===== src/design/gamma_delta_run_encoder_core_defines.svh =====
// ----------------------------------------------------------------------------
// Gamma run encoder assertion macros
// Shared concurrent assertion forms, clocked on aclk and off during reset.
// ----------------------------------------------------------------------------
`ifndef GAMMA_DELTA_RUN_ENCODER_CORE_DEFINES_SVH
`define GAMMA_DELTA_RUN_ENCODER_CORE_DEFINES_SVH

// The consequent must hold in the same cycle as the antecedent.
`define GDRE_CHECK_NOW(label, ante, cons) \
    label: assert property (@(posedge aclk) disable iff (!aresetn) (ante) |-> (cons)) \
        else $error("gamma run encoder check failed");

// The consequent must hold in the cycle after the antecedent.
`define GDRE_CHECK_NEXT(label, ante, cons) \
    label: assert property (@(posedge aclk) disable iff (!aresetn) (ante) |=> (cons)) \
        else $error("gamma run encoder check failed");

`endif


===== src/design/gdre_pkg.sv =====
// ----------------------------------------------------------------------------
// Gamma run encoder package
// Result kinds, result and bundle structures shared by the encoder stages.
// ----------------------------------------------------------------------------
`default_nettype none

package gdre_pkg;

    localparam int WORD_W = 32;
    localparam int IDX_W  = 20;
    localparam int USED_W = 5;
    localparam int NSLOT  = 4;
    localparam int QDEPTH = 4;

    typedef enum logic [1:0] {
        KIND_WORD   = 2'd0,
        KIND_MARKER = 2'd1,
        KIND_ERROR  = 2'd2
    } kind_t;

    typedef struct packed {
        kind_t              kind;
        logic [WORD_W-1:0]  word;
        logic [IDX_W-1:0]   word_index;
        logic [USED_W-1:0]  bits_used;
        logic               last_out;
    } result_t;

    // All results caused by one input, packed from slot 0 up.
    typedef struct packed {
        result_t [NSLOT-1:0] slot;
        logic [1:0]          last_slot;
    } bundle_t;

    typedef struct packed {
        logic [WORD_W-1:0] code;
        logic [4:0]        msb;
        logic              start;
        logic              zero;
        logic              last;
    } code_item_t;

endpackage

`default_nettype wire


===== src/design/gdre_code_stage.sv =====
// ----------------------------------------------------------------------------
// Gamma run encoder code stage
// Registers the input, selects raw value or gap and finds the leading one.
// ----------------------------------------------------------------------------
`default_nettype none

module gdre_code_stage import gdre_pkg::*; (
    input  logic              aclk,
    input  logic              aresetn,
    input  logic              delta_enable,
    input  logic              in_valid,
    output logic              in_ready,
    input  logic [WORD_W-1:0] in_value,
    input  logic              in_last,
    output logic              out_valid,
    input  logic              out_ready,
    output code_item_t        out_item
);

    logic              hold_valid_reg;
    logic [WORD_W-1:0] value_reg;
    logic              last_reg;
    logic [WORD_W-1:0] prev_reg;
    logic              have_prev_reg;

    logic              start;
    logic [WORD_W-1:0] code;
    logic [4:0]        msb;
    logic              move;

    assign in_ready  = !hold_valid_reg || out_ready;
    assign out_valid = hold_valid_reg;
    assign move      = hold_valid_reg && out_ready;

    always_ff @(posedge aclk) begin
        if (!aresetn) begin
            hold_valid_reg <= 1'b0;
            prev_reg       <= '0;
            have_prev_reg  <= 1'b0;
        end else begin
            if (in_ready) begin
                hold_valid_reg <= in_valid;
            end
            // The previous value is only meaningful while a stream is open.
            if (move) begin
                prev_reg      <= value_reg;
                have_prev_reg <= !last_reg;
            end
        end
    end

    always_ff @(posedge aclk) begin
        if (in_valid && in_ready) begin
            value_reg <= in_value;
            last_reg  <= in_last;
        end
    end

    always_comb begin
        start = delta_enable && (!have_prev_reg || (value_reg < prev_reg));
        code  = (delta_enable && !start) ? (value_reg - prev_reg) : value_reg;
        msb   = 5'd0;
        for (int i = 1; i < WORD_W; i++) begin
            if (code[i]) begin
                msb = 5'(i);
            end
        end
    end

    assign out_item.code  = code;
    assign out_item.msb   = msb;
    assign out_item.start = start;
    assign out_item.zero  = (code == '0);
    assign out_item.last  = last_reg;

endmodule

`default_nettype wire


===== src/design/gdre_pack_stage.sv =====
// ----------------------------------------------------------------------------
// Gamma run encoder pack stage
// Places each gamma code into the bit accumulator and forms the result bundle.
// ----------------------------------------------------------------------------
`default_nettype none

module gdre_pack_stage import gdre_pkg::*; #(
    parameter int MAX_WORDS = 1048576
) (
    input  logic       aclk,
    input  logic       aresetn,
    input  logic       in_valid,
    output logic       in_ready,
    input  code_item_t in_item,
    output logic       push_valid,
    input  logic       push_ready,
    output bundle_t    push_bundle
);

    localparam int CW = $clog2(MAX_WORDS);

    logic              item_valid_reg;
    code_item_t        item_reg;
    logic [WORD_W-1:0] acc_reg;
    logic [4:0]        filled_reg;
    logic [CW-1:0]     cnt_reg;

    logic [WORD_W-1:0] acc_next;
    logic [4:0]        filled_next;
    logic [CW-1:0]     cnt_next;

    logic [5:0]        code_len;
    logic [6:0]        total;
    logic [6:0]        shamt;
    logic [95:0]       window;
    logic [1:0]        nfull;
    logic [CW-1:0]     cnt1;
    logic [CW-1:0]     cnt2;
    result_t [4:0]     cand;
    logic [4:0]        cand_valid;
    result_t [NSLOT-1:0] slot;
    logic [2:0]        pos;
    logic [1:0]        last_slot;
    logic              has_result;
    logic              move;

    function automatic logic [CW-1:0] bump(input logic [CW-1:0] c);
        return (c == CW'(MAX_WORDS - 1)) ? '0 : c + CW'(1);
    endfunction

    function automatic logic [IDX_W-1:0] to_index(input logic [CW-1:0] c);
        logic [CW+IDX_W-1:0] e;
        e = {{IDX_W{1'b0}}, c};
        return e[IDX_W-1:0];
    endfunction

    // An input that only adds bits to the partial word pushes nothing.
    assign has_result = (pos != 3'd0);
    assign in_ready   = !item_valid_reg || push_ready || !has_result;
    assign push_valid = item_valid_reg && has_result;
    assign move       = item_valid_reg && (push_ready || !has_result);

    always_comb begin
        // A code of 2n+1 bits lands right after the filled bits; its leading
        // zeros come for free from the empty window.
        code_len = {item_reg.msb, 1'b1};
        total    = 7'(filled_reg) + 7'(code_len);
        shamt    = 7'd96 - total;
        window   = {acc_reg, 64'd0} | ({64'd0, item_reg.code} << shamt);
        nfull    = total[6:5];
        cnt1     = bump(cnt_reg);
        cnt2     = bump(cnt1);

        if (item_reg.zero) begin
            acc_next    = acc_reg;
            filled_next = filled_reg;
            cnt_next    = cnt_reg;
        end else begin
            filled_next = total[4:0];
            case (nfull)
                2'd0: begin
                    acc_next = window[95:64];
                    cnt_next = cnt_reg;
                end
                2'd1: begin
                    acc_next = window[63:32];
                    cnt_next = cnt1;
                end
                default: begin
                    acc_next = window[31:0];
                    cnt_next = cnt2;
                end
            endcase
        end

        cand[0] = '{KIND_MARKER, '0, to_index(cnt_reg), filled_reg, 1'b0};
        cand[1] = '{KIND_ERROR, '0, to_index(cnt_reg), filled_reg, 1'b0};
        cand[2] = '{KIND_WORD, window[95:64], to_index(cnt_reg), '0, 1'b0};
        cand[3] = '{KIND_WORD, window[63:32], to_index(cnt1), '0, 1'b0};
        cand[4] = '{KIND_WORD, acc_next, to_index(cnt_next), '0, 1'b0};

        cand_valid[0] = item_reg.start;
        cand_valid[1] = item_reg.zero;
        cand_valid[2] = !item_reg.zero && (nfull != 2'd0);
        cand_valid[3] = !item_reg.zero && (nfull == 2'd2);
        cand_valid[4] = item_reg.last && (filled_next != 5'd0);

        slot = '0;
        pos  = 3'd0;
        for (int i = 0; i < 5; i++) begin
            if (cand_valid[i]) begin
                slot[pos[1:0]] = cand[i];
                pos = pos + 3'd1;
            end
        end
        // Only meaningful when the input caused at least one result, which a
        // final input always does.
        last_slot = 2'(pos - 3'd1);
        slot[last_slot].last_out = item_reg.last;
    end

    assign push_bundle.slot      = slot;
    assign push_bundle.last_slot = last_slot;

    always_ff @(posedge aclk) begin
        if (!aresetn) begin
            item_valid_reg <= 1'b0;
            acc_reg        <= '0;
            filled_reg     <= '0;
            cnt_reg        <= '0;
        end else begin
            if (in_ready) begin
                item_valid_reg <= in_valid;
            end
            if (move) begin
                if (item_reg.last) begin
                    acc_reg    <= '0;
                    filled_reg <= '0;
                    cnt_reg    <= '0;
                end else begin
                    acc_reg    <= acc_next;
                    filled_reg <= filled_next;
                    cnt_reg    <= cnt_next;
                end
            end
        end
    end

    always_ff @(posedge aclk) begin
        if (in_valid && in_ready) begin
            item_reg <= in_item;
        end
    end

endmodule

`default_nettype wire


===== src/design/gdre_result_queue.sv =====
// ----------------------------------------------------------------------------
// Gamma run encoder result queue
// Buffers result bundles and sends their results one transaction at a time.
// ----------------------------------------------------------------------------
`default_nettype none

module gdre_result_queue import gdre_pkg::*; (
    input  logic    aclk,
    input  logic    aresetn,
    input  logic    push_valid,
    output logic    push_ready,
    input  bundle_t push_bundle,
    output logic    m_valid,
    input  logic    m_ready,
    output result_t m_result
);

    localparam int PW = $clog2(QDEPTH);
    localparam int NW = $clog2(QDEPTH + 1);

    bundle_t         mem_reg [QDEPTH];
    logic [PW-1:0]   wptr_reg;
    logic [PW-1:0]   rptr_reg;
    logic [NW-1:0]   count_reg;
    logic [1:0]      sub_reg;
    logic            out_valid_reg;
    result_t         out_reg;

    bundle_t         head;
    logic            push;
    logic            load;
    logic            pop;

    assign push_ready = (count_reg != NW'(QDEPTH));
    assign push       = push_valid && push_ready;
    assign head       = mem_reg[rptr_reg];
    assign load       = (count_reg != '0) && (!out_valid_reg || m_ready);
    assign pop        = load && (sub_reg == head.last_slot);

    assign m_valid  = out_valid_reg;
    assign m_result = out_reg;

    always_ff @(posedge aclk) begin
        if (push) begin
            mem_reg[wptr_reg] <= push_bundle;
        end
        if (load) begin
            out_reg <= head.slot[sub_reg];
        end
    end

    always_ff @(posedge aclk) begin
        if (!aresetn) begin
            wptr_reg      <= '0;
            rptr_reg      <= '0;
            count_reg     <= '0;
            sub_reg       <= '0;
            out_valid_reg <= 1'b0;
        end else begin
            if (push) begin
                wptr_reg <= wptr_reg + PW'(1);
            end
            if (pop) begin
                rptr_reg <= rptr_reg + PW'(1);
                sub_reg  <= '0;
            end else if (load) begin
                sub_reg <= sub_reg + 2'd1;
            end
            if (push && !pop) begin
                count_reg <= count_reg + NW'(1);
            end else if (pop && !push) begin
                count_reg <= count_reg - NW'(1);
            end
            if (!out_valid_reg || m_ready) begin
                out_valid_reg <= load;
            end
        end
    end

endmodule

`default_nettype wire


===== src/design/gamma_delta_run_encoder_core.sv =====
// An input's first result passes the code, pack, queue memory and output registers.
// Throughput: one input per cycle unless the result queue is full; the output sends one result
// per cycle while m_tready is high, so a four-bundle result queue absorbs multi-result inputs.
// The code and pack stages are each registered; the pack stage holds the bit accumulator.
// Reset clears the stream state and the queue and sets delta_enable to 1.
// ----------------------------------------------------------------------------
// Gamma run encoder core
// Elias gamma coding of values or run gaps, packed into indexed 32-bit words.
// ----------------------------------------------------------------------------
`default_nettype none
`include "gamma_delta_run_encoder_core_defines.svh"

module gamma_delta_run_encoder_core import gdre_pkg::*; #(
    parameter int MAX_WORDS = 1048576
) (
    input  logic        aclk,
    input  logic        aresetn,
    input  logic        cfg_valid,
    output logic        cfg_ready,
    input  logic        cfg_data,      // delta_enable
    input  logic        s_tvalid,
    output logic        s_tready,
    input  logic [31:0] s_tdata,       // value[31:0]
    input  logic        s_tlast,
    output logic        m_tvalid,
    input  logic        m_tready,
    output logic [63:0] m_tdata,       // word[31:0], word_index[51:32], bits_used[56:52]
    output logic [1:0]  m_tuser,       // kind[1:0]
    output logic        m_tlast
);

    logic       delta_enable_reg;
    logic       code_valid;
    logic       code_ready;
    code_item_t code_item;
    logic       q_valid;
    logic       q_ready;
    bundle_t    q_bundle;
    result_t    m_result;

    assign cfg_ready = 1'b1;

    always_ff @(posedge aclk) begin
        if (!aresetn) begin
            delta_enable_reg <= 1'b1;
        end else if (cfg_valid && cfg_ready) begin
            delta_enable_reg <= cfg_data;
        end
    end

    gdre_code_stage u_code (
        .aclk         (aclk),
        .aresetn      (aresetn),
        .delta_enable (delta_enable_reg),
        .in_valid     (s_tvalid),
        .in_ready     (s_tready),
        .in_value     (s_tdata),
        .in_last      (s_tlast),
        .out_valid    (code_valid),
        .out_ready    (code_ready),
        .out_item     (code_item)
    );

    gdre_pack_stage #(
        .MAX_WORDS (MAX_WORDS)
    ) u_pack (
        .aclk        (aclk),
        .aresetn     (aresetn),
        .in_valid    (code_valid),
        .in_ready    (code_ready),
        .in_item     (code_item),
        .push_valid  (q_valid),
        .push_ready  (q_ready),
        .push_bundle (q_bundle)
    );

    gdre_result_queue u_queue (
        .aclk        (aclk),
        .aresetn     (aresetn),
        .push_valid  (q_valid),
        .push_ready  (q_ready),
        .push_bundle (q_bundle),
        .m_valid     (m_tvalid),
        .m_ready     (m_tready),
        .m_result    (m_result)
    );

    assign m_tdata = {7'd0, m_result.bits_used, m_result.word_index, m_result.word};
    assign m_tuser = m_result.kind;
    assign m_tlast = m_result.last_out;

    // A marker carries only a position, never code bits.
    `GDRE_CHECK_NOW(a_marker_no_bits, m_tvalid && (m_tuser == KIND_MARKER), m_tdata[31:0] == 32'd0)
    // Packed words never report a bit position.
    `GDRE_CHECK_NOW(a_word_no_used, m_tvalid && (m_tuser == KIND_WORD), m_tdata[56:52] == 5'd0)
    // The input side stalls only when the result queue is full.
    `GDRE_CHECK_NOW(a_stall_needs_full, !s_tready, !q_ready)
    // The mode register changes only through a configuration transaction.
    `GDRE_CHECK_NEXT(a_cfg_stable, !(cfg_valid && cfg_ready), $stable(delta_enable_reg))

endmodule

`default_nettype wire

===== config.mk =====
export PLATFORM = sky130hd
export DESIGN_NAME = gamma_delta_run_encoder_core
export DESIGN_NICKNAME = d
export VERILOG_FILES = /design/src/design/gdre_pkg.sv /design/src/design/gdre_code_stage.sv /design/src/design/gdre_pack_stage.sv /design/src/design/gdre_result_queue.sv /design/src/design/gamma_delta_run_encoder_core.sv
export VERILOG_INCLUDE_DIRS = /design/src /design/src/design
export SDC_FILE = /design/constraint.sdc
export NUM_CORES = 2
export LEC_CHECK = 0
export BUFFER_PORTS_ARGS = -buffer_cell sky130_fd_sc_hd__buf_2
export CORE_MARGIN = 2
export CORE_UTILIZATION = 30
export CTS_BUF_LIST = sky130_fd_sc_hd__clkbuf_16
export CTS_CLUSTER_DIAMETER = 60
export DETAILED_ROUTE_END_ITERATION = 12
export SLEW_MARGIN = 5
export SYNTH_ARGS = -nofsm -noshare
export SYNTH_HDL_FRONTEND = slang
export SYNTH_SLANG_ARGS = --single-unit

===== constraint.sdc =====
create_clock -name aclk -period 10.7 [get_ports aclk]
set_clock_uncertainty 0.2 [all_clocks]
set_input_delay 2.14 -clock aclk [delete_from_list [all_inputs] [get_ports aclk]]
set_output_delay 2.14 -clock aclk [all_outputs]
set_load 0.05 [all_outputs]

## Yosys cells after proc, flatten, opt, wreduce, memory -nomap -nowiden

Memories as Yosys holds them, arrays and structs flattened. A register that Yosys moved wholly into a read port is not among the register bits.
Cells that the tools add are included.

| word-level totals | value |
|---|---|
| register bits after elaboration | 236 |
| latch bits | 0 |
| bits in writable memories | 968 |
| memory bits (read-only) | 0 |
| output and inout port bits | 70 |
| word-level logic and storage cells | 187 |
| memories | 1 |

Memories:

| memory | words | width | rd ports | clocked after Yosys merged registers in | wr ports | RTL line | text |
|---|---|---|---|---|---|---|---|
| u_queue.mem_reg | 4 | 242 | 1 | 1 | 1 | gdre_result_queue.sv:21 | `bundle_t mem_reg [QDEPTH];` |

| operators by class | value |
|---|---|
| $add $sub $neg | 15 |
| multiply operators | 0 |
| divide/modulo/power cells | 0 |
| $lt $le $gt $ge | 12 |
| equal/unequal tests | 6 |
| shifts and indexed selects | 1 |
| multiplexer cells | 74 |
| bitwise gates (word level) | 2 |
| reductions and logical operators | 47 |

Operators by type and width:

| cell | count |
|---|---|
| bitwise mux 240 bit | 5 |
| 2-to-1 mux 240 bit | 4 |
| demux 60 bit (select 2 bit) | 5 |
| 2-to-1 mux 60 bit | 5 |
| binary-select mux 60 bit (select 2 bit) | 1 |
| 2-to-1 mux 32 bit | 3 |
| bitwise OR 96 bit | 1 |
| << shifter 32 x 7 -> 96 bit | 1 |
| 2-to-1 mux 20 bit | 4 |
| 2-to-1 mux 4 bit | 16 |
| one-hot mux 32 bit (2 select lines) | 1 |
| 2-to-1 mux 59 bit | 1 |
| 2-to-1 mux 3 bit | 14 |
| adder 20 x 1 -> 20 bit, second input constant | 2 |
| equality test 20 bit, second input constant | 2 |
| one-hot mux 20 bit (2 select lines) | 1 |
| logical NOT 32 bit | 1 |
| less-than comparator 32 bit | 1 |
| subtractor 32 bit | 1 |
| logical AND 1 bit | 19 |
| OR reduction 16 bit | 1 |
| less-than comparator 2 x 3 -> 1 bit, second input constant | 5 |
| adder 3 x 1 -> 3 bit, second input constant | 4 |
| 2-to-1 mux 2 bit | 6 |
| other kinds (25) | 53 |

## Depth between registers and ports, before layout

| logic depth | value |
|---|---|
| word-level depth | 36 |
| mapped depth | 25 |
| gate-level depth less buffers | 24 |

## Modules after synthesis

Synthesis repeated with hierarchy kept, for this count alone.

| unflattened totals | value |
|---|---|
| cell total of the unflattened synthesis | 4027 |
| area, all modules | 57696.6 sq um |

By module, submodules not included:

| module | instances | cells each | area each (sq um) | seq. area each (sq um) |
|---|---|---|---|---|
| gdre_result_queue | 1 | 1462 | 38713.4 | 31109.8 |
| gdre_pack_stage | 1 | 1933 | 13973.4 | 2362.3 |
| gdre_code_stage | 1 | 619 | 4908.5 | 1671.6 |
| gamma_delta_run_encoder_core | 1 | 13 | 101.3 | 20.0 |

## Least setup slack after synthesis

No wires, ideal clock.

| path | value |
|---|---|
| path type | reg-to-reg |
| from | register u_pack.item_reg, in the netlist u_pack.code_len[1] |
| to | memory u_queue.mem_reg[2][0] in the netlist's numbering (enable) |
| library setup time | 0.616 ns |
| data arrival time | 9.521 ns |
| setup slack | 0.363 ns |
| stages on the path, launching flop included | 21 |
| path buffers | 2 |
| cells stage by stage | edfxtp_1 -> ha_1 -> a21o_1 -> a21o_1 -> a21o_1 -> and3_1 -> nor3_1 -> clkbuf_1 -> nand2_1 -> o21ai_0 -> inv_1 -> ha_1 -> nand2_1 -> o21ai_0 -> ha_1 -> o2111a_1 -> buf_2 -> xnor3_1 -> o21ai_0 -> nor2_1 -> and2_1 |

| on the way | value |
|---|---|
| word-level cells in the longest chain between the ends | 13 |

Ends and longest elaborated chain:

| element | RTL line | text |
|---|---|---|
| from (decl) | gdre_pack_stage.sv:23 | `code_item_t item_reg;` |
| from (signal assigned) | gdre_pack_stage.sv:151 | `item_reg <= in_item;` |
| adder 5 x 6 -> 7 bit * | gdre_pack_stage.sv:67 | `total = 7'(filled_reg) + 7'(code_len);` |
| nonzero test 2 bit | gdre_pack_stage.sv:104 | `cand_valid[2] = !item_reg.zero && (nfull != 2'd0);` |
| logical AND 1 bit | gdre_pack_stage.sv:104 |  |
| 2-to-1 mux 3 bit | gdre_pack_stage.sv:111 | `if (cand_valid[i]) begin` |
| adder 3 x 1 -> 3 bit | gdre_pack_stage.sv:113 | `pos = pos + 3'd1;` |
| 2-to-1 mux 3 bit | gdre_pack_stage.sv:111 |  |
| adder 3 x 1 -> 3 bit | gdre_pack_stage.sv:113 |  |
| 2-to-1 mux 3 bit * | gdre_pack_stage.sv:111 |  |
| nonzero test 3 bit * | gdre_pack_stage.sv:58 | `assign has_result = (pos != 3'd0);` |
| logical AND 1 bit * | gdre_pack_stage.sv:60 | `assign push_valid = item_valid_reg && has_result;` |
| logical AND 1 bit * | gdre_result_queue.sv:35 | `assign push = push_valid && push_ready;` |
| named net u_queue.push | gdre_result_queue.sv:30 | `logic push;` |
| 2-to-1 mux 1 bit * | gdre_result_queue.sv:44 | `if (push) begin` |
| 2-to-1 mux 1 bit (implied by the code) * | gdre_result_queue.sv:45 | `mem_reg[wptr_reg] <= push_bundle;` |
| to (decl) | gdre_result_queue.sv:21 |  |

Mark *: on every way through the listed nets, which the timed path passes. The rest lies on a longest branch.

## Worst setup path in the final report

| path | value |
|---|---|
| from | register u_pack.item_reg, in the netlist u_pack.code_len[1] |
| to | output port s_tready |

| on the way | value |
|---|---|
| word-level cells in the longest chain between the ends | 12 |

Ends and longest elaborated chain:

| element | RTL line | text |
|---|---|---|
| adder 5 x 6 -> 7 bit * | gdre_pack_stage.sv:67 |  |
| nonzero test 2 bit | gdre_pack_stage.sv:104 |  |
| logical AND 1 bit | gdre_pack_stage.sv:104 |  |
| 2-to-1 mux 3 bit | gdre_pack_stage.sv:111 |  |
| adder 3 x 1 -> 3 bit | gdre_pack_stage.sv:113 |  |
| 2-to-1 mux 3 bit | gdre_pack_stage.sv:111 |  |
| adder 3 x 1 -> 3 bit | gdre_pack_stage.sv:113 |  |
| 2-to-1 mux 3 bit * | gdre_pack_stage.sv:111 |  |
| nonzero test 3 bit * | gdre_pack_stage.sv:58 |  |
| logical NOT 1 bit * | gdre_pack_stage.sv:59 | `assign in_ready = !item_valid_reg \|\| push_ready \|\| !has_result;` |
| logical OR 1 bit * | gdre_pack_stage.sv:59 |  |
| logical OR 1 bit * | gdre_code_stage.sv:31 | `assign in_ready = !hold_valid_reg \|\| out_ready;` |
| to (decl) | gamma_delta_run_encoder_core.sv:22 | `output logic s_tready,` |

Mark *: on every way between the ends. The rest lies on a longest branch, timed or not.

==> impl_results.md <==
* Outcome: complete, no violations
* Reg-to-reg critical path startpoint: u_pack.code_len[1]$_SDFFCE_PP1P_
* PortBufs at 100
* # fillers at around 17000
* Hold Fails Final Rpt at 0
* Unrepaired setup endpoints after global routing: no
* Initial antenna violation count at 8
* Family with the most delay on the worst path: simple AND/OR/NAND/NOR gates
* Vias per cell at roughly 5.5
* Gpl congestion at 0.946
* Sw frac at 30.4%
* PD cells at 206 nW/um^2
* CTS tree: yes
* CP Cell Sequence: ha_1, a21o_1, a21o_1, a21o_1, and3_1, nor3_2, nand2_1, o21ai_0, inv_1, ha_1, nand2_1, o21ai_0, ha_1, mux2i_1, ha_1, inv_1, o21ai_2, nor2_1, nand2_1, buf_2
* Grt met2 use at between 20% and 30%
* Critical path type: register to output pin
* Setup crit end kind: output pin
* CORE AREA at 183000 um^2
* Gr usage total at 16.0%
* Fin crit share at 79.9%
* CP arrival at 6.21 ns
* Number of synthesized flops with an enable pin at 1041
* GR peak layer: met2
* Synth area leader: edfxtp_1
* Synth top cells by count: edfxtp_1, a21oi_1, mux4_2
* Fin Hold WS at 0.273 ns
* Max IR drop VDD at approximately 0.18 mV
* Post-CTS sizing at 0
* Wire per inst at 23.6 um
* HPWL after DPL at 95.0 mm
* Final Critical Period at 8.55 ns
* Die X at between 400 and 500 um
* Initial Util at 30.2%
* Synth unique cells at between 90 and 100
* Clock Path Buffers at 3
* Levels on crit path at 20
* Row count at 157
* Dpl cell area at 58500 um^2
* R2R cell count at 20
* # IOs at 109
* Clock share of power at 35.6%
* Initial drt markers at 3575
* FF-to-FF End: u_queue.mem_reg[2][100]$_DFFE_PP_
* Slew HR at 7.52%
* Final Max Tran Viols at 0
* Setup crit start kind: register
* Mapped Area at 55400 um^2
* Number of global-route vias before repair at 34967
* Cells after Synth at 3915
* Layout cells sized above 1 at 20.8%
* WP buf/inv at 3
* Worst setup startpoint: u_pack.code_len[1]$_SDFFCE_PP1P_
* Most common cell in the synthesized netlist: edfxtp_1
* Total wire length at 153 mm
* Yosys warnings at 0
* Clock transition at path regs at 0.06 ns
* Least-Margin Pin Slew at 1.38 ns
* Number of setup violations in the final report at 0
* Highest-delay cell along the critical path: nor3_2
* CP dominant cell by count: ha_1
* Max-cap viol count at 0
* Final instance area at between 60000 and 70000 um^2
* Pre-antenna DRT Iters at 6
* Antenna viol nets, final at 0
* Register area share after synthesis at 60.2%
* FF+latch area at roughly 33000 um^2
* Layout Nets at around 4000
* Internal Power at 0.00901 W
* Total CTS buffers at around 140
* Required @ worst endpoint at approximately 8.4 ns
* Syn_area_per_cell at approximately 14 um^2
* Area occupied by multi-input gates at 20600 um^2
* Worst-path maximum fanout at 15
* Grt ovf at 0
* Leakage at 20.1 nW
* CTS Sinks at 1146
* Synthesized flop and latch total at 1146
* Post-CTS Hold Buffers at 0
* Final setup TNS at 0 ns
* Synth Flop Type: edfxtp_1
* CP Capture Point: s_tready
* Switching power at 0.00394 W
* Die area at 188000 um^2
* Comb pwr share at approximately 23%
* Max reg flops at 908
* Clock Latency Late Sink at roughly 0.79 ns
* Synth async-reset ratio at 0%
* Post-synth top area share at 56.4%
* First-pass GRT wire length at 229 mm
* Critical Path Max Stage Delay at between 0.7 and 0.8 ns
* R2r setup slk at 3.44 ns
* Layout area overhead at 13.6%
* Setup Fix Bufs, Post-CTS at 0
* Fmax at 117 MHz
* Largest net degree at the start of global routing at 125
* Root Driver: clkbuf_16
* Met3 Use GR at 2.89%
* DR vias at approximately 36000
* Worst Hold Class: register to register
* Sequential Power Share at 41.8%
* Htree depth at 4
* Drt drc at 0
* Chip height at ~430 um
* Met1 Resource Use GR at 22.0%
* Synth area leaders: edfxtp_1, mux4_2, dfxtp_1, a21oi_1, clkbuf_1
-- worst min-delay path by stage --
stage	start	endpoint	slack, ns	cells past startpoint
floorplan	u_code.last_reg$_DFFE_PP_	u_pack.item_reg[0]$_DFFE_PP_	0.23	0
global placement	u_pack.acc_reg[31]$_SDFFE_PN0P_	u_pack.acc_reg[31]$_SDFFE_PN0P_	0.26	2
detailed placement	u_pack.acc_reg[31]$_SDFFE_PN0P_	u_pack.acc_reg[31]$_SDFFE_PN0P_	0.26	2
CTS	u_pack.acc_reg[31]$_SDFFE_PN0P_	u_pack.acc_reg[31]$_SDFFE_PN0P_	0.27	2
global route	u_pack.acc_reg[31]$_SDFFE_PN0P_	u_pack.acc_reg[31]$_SDFFE_PN0P_	0.30	2
finish	u_pack.acc_reg[4]$_SDFFE_PN0P_	u_pack.acc_reg[4]$_SDFFE_PN0P_	0.27	2
-- metrics by stage --
stage	total power [W]	util [%]	setup slack, ns	cells
floorplan	0.00762	-	0.363	3921
detailed placement	0.00849	31.9	3.03	6250
CTS	0.0131	34.4	2.14	6493
global route	0.0135	34.4	1.62	6493
finish	0.0130	34.4	2.15	6494
global placement	0.00846	31.9	3.02	6250
-- cell type report --
type	instances	share of cell area, %
antenna	1	0.00397
inverter	76	0.457
clock inverter	104	1.63
tap	2464	4.90
sequential	1146	53.0
multi-input combinational	2392	32.8
clock buffer	139	5.52
timing repair buffer	172	1.73
-- routing by layer --
metal  vias up  routed length, um
met1     18152              66200
met2      1442              73000
met5         -                  0
li1      15765                  -
met3       269              10000
met4         0               3850
-- worst register-to-register path, delay by kind of cell (launching register included) --
kind,cells,cell delay [ns]
compound gates,6,1.18
fa+ha+maj,4,1.25
mux,1,0.13
simple gates,6,2.50
buf+inv,3,1.09
flops,1,0.44
-- placed cells by master, fill, tap and decap left out, types with 44 or more instances in the layout --
| master | instances |
|---|---|
| edfxtp_1 | 1041 |
| clkbuf_16 | 139 |
| nor2_1 | 203 |
| buf_2 | 100 |
| o21ai_1 | 53 |
| nor2b_1 | 58 |
| a221oi_1 | 75 |
| o21ai_0 | 146 |
| ha_1 | 63 |
| nand3_1 | 47 |
| xnor2_1 | 44 |
| buf_4 | 68 |
| nand2_1 | 227 |
| a211oi_1 | 69 |
| dfxtp_1 | 102 |
| mux4_2 | 309 |
| mux2i_1 | 60 |
| inv_1 | 96 |
| a21oi_1 | 324 |
-- kinds of logic (layout without fill, tap and decap cells) --
kind of cell	after synthesis	count (layout)	synth area share, %
flip-flops	1146	1146	60.2
AO/OA/AOI/OAI	1052	1052	12.9
AND/OR/NAND/NOR	791	791	6.99
multiplexers	402	402	14.3
buffers and inverters	383	491	2.76
XOR/XNOR	73	73	1.29
adder cells (fa/ha/maj)	66	66	1.53
other	2	9	0.0135
-- power by group through the flow --
stage               combinational [W]  sequential, W  clock, W
finish                        0.00293        0.00542   0.00461
global route                  0.00313        0.00545   0.00489
CTS                           0.00298        0.00543   0.00472
detailed placement            0.00297        0.00552         0
global placement              0.00294        0.00552         0
floorplan                     0.00173        0.00589         0
(Power assumes the default switching activity.)
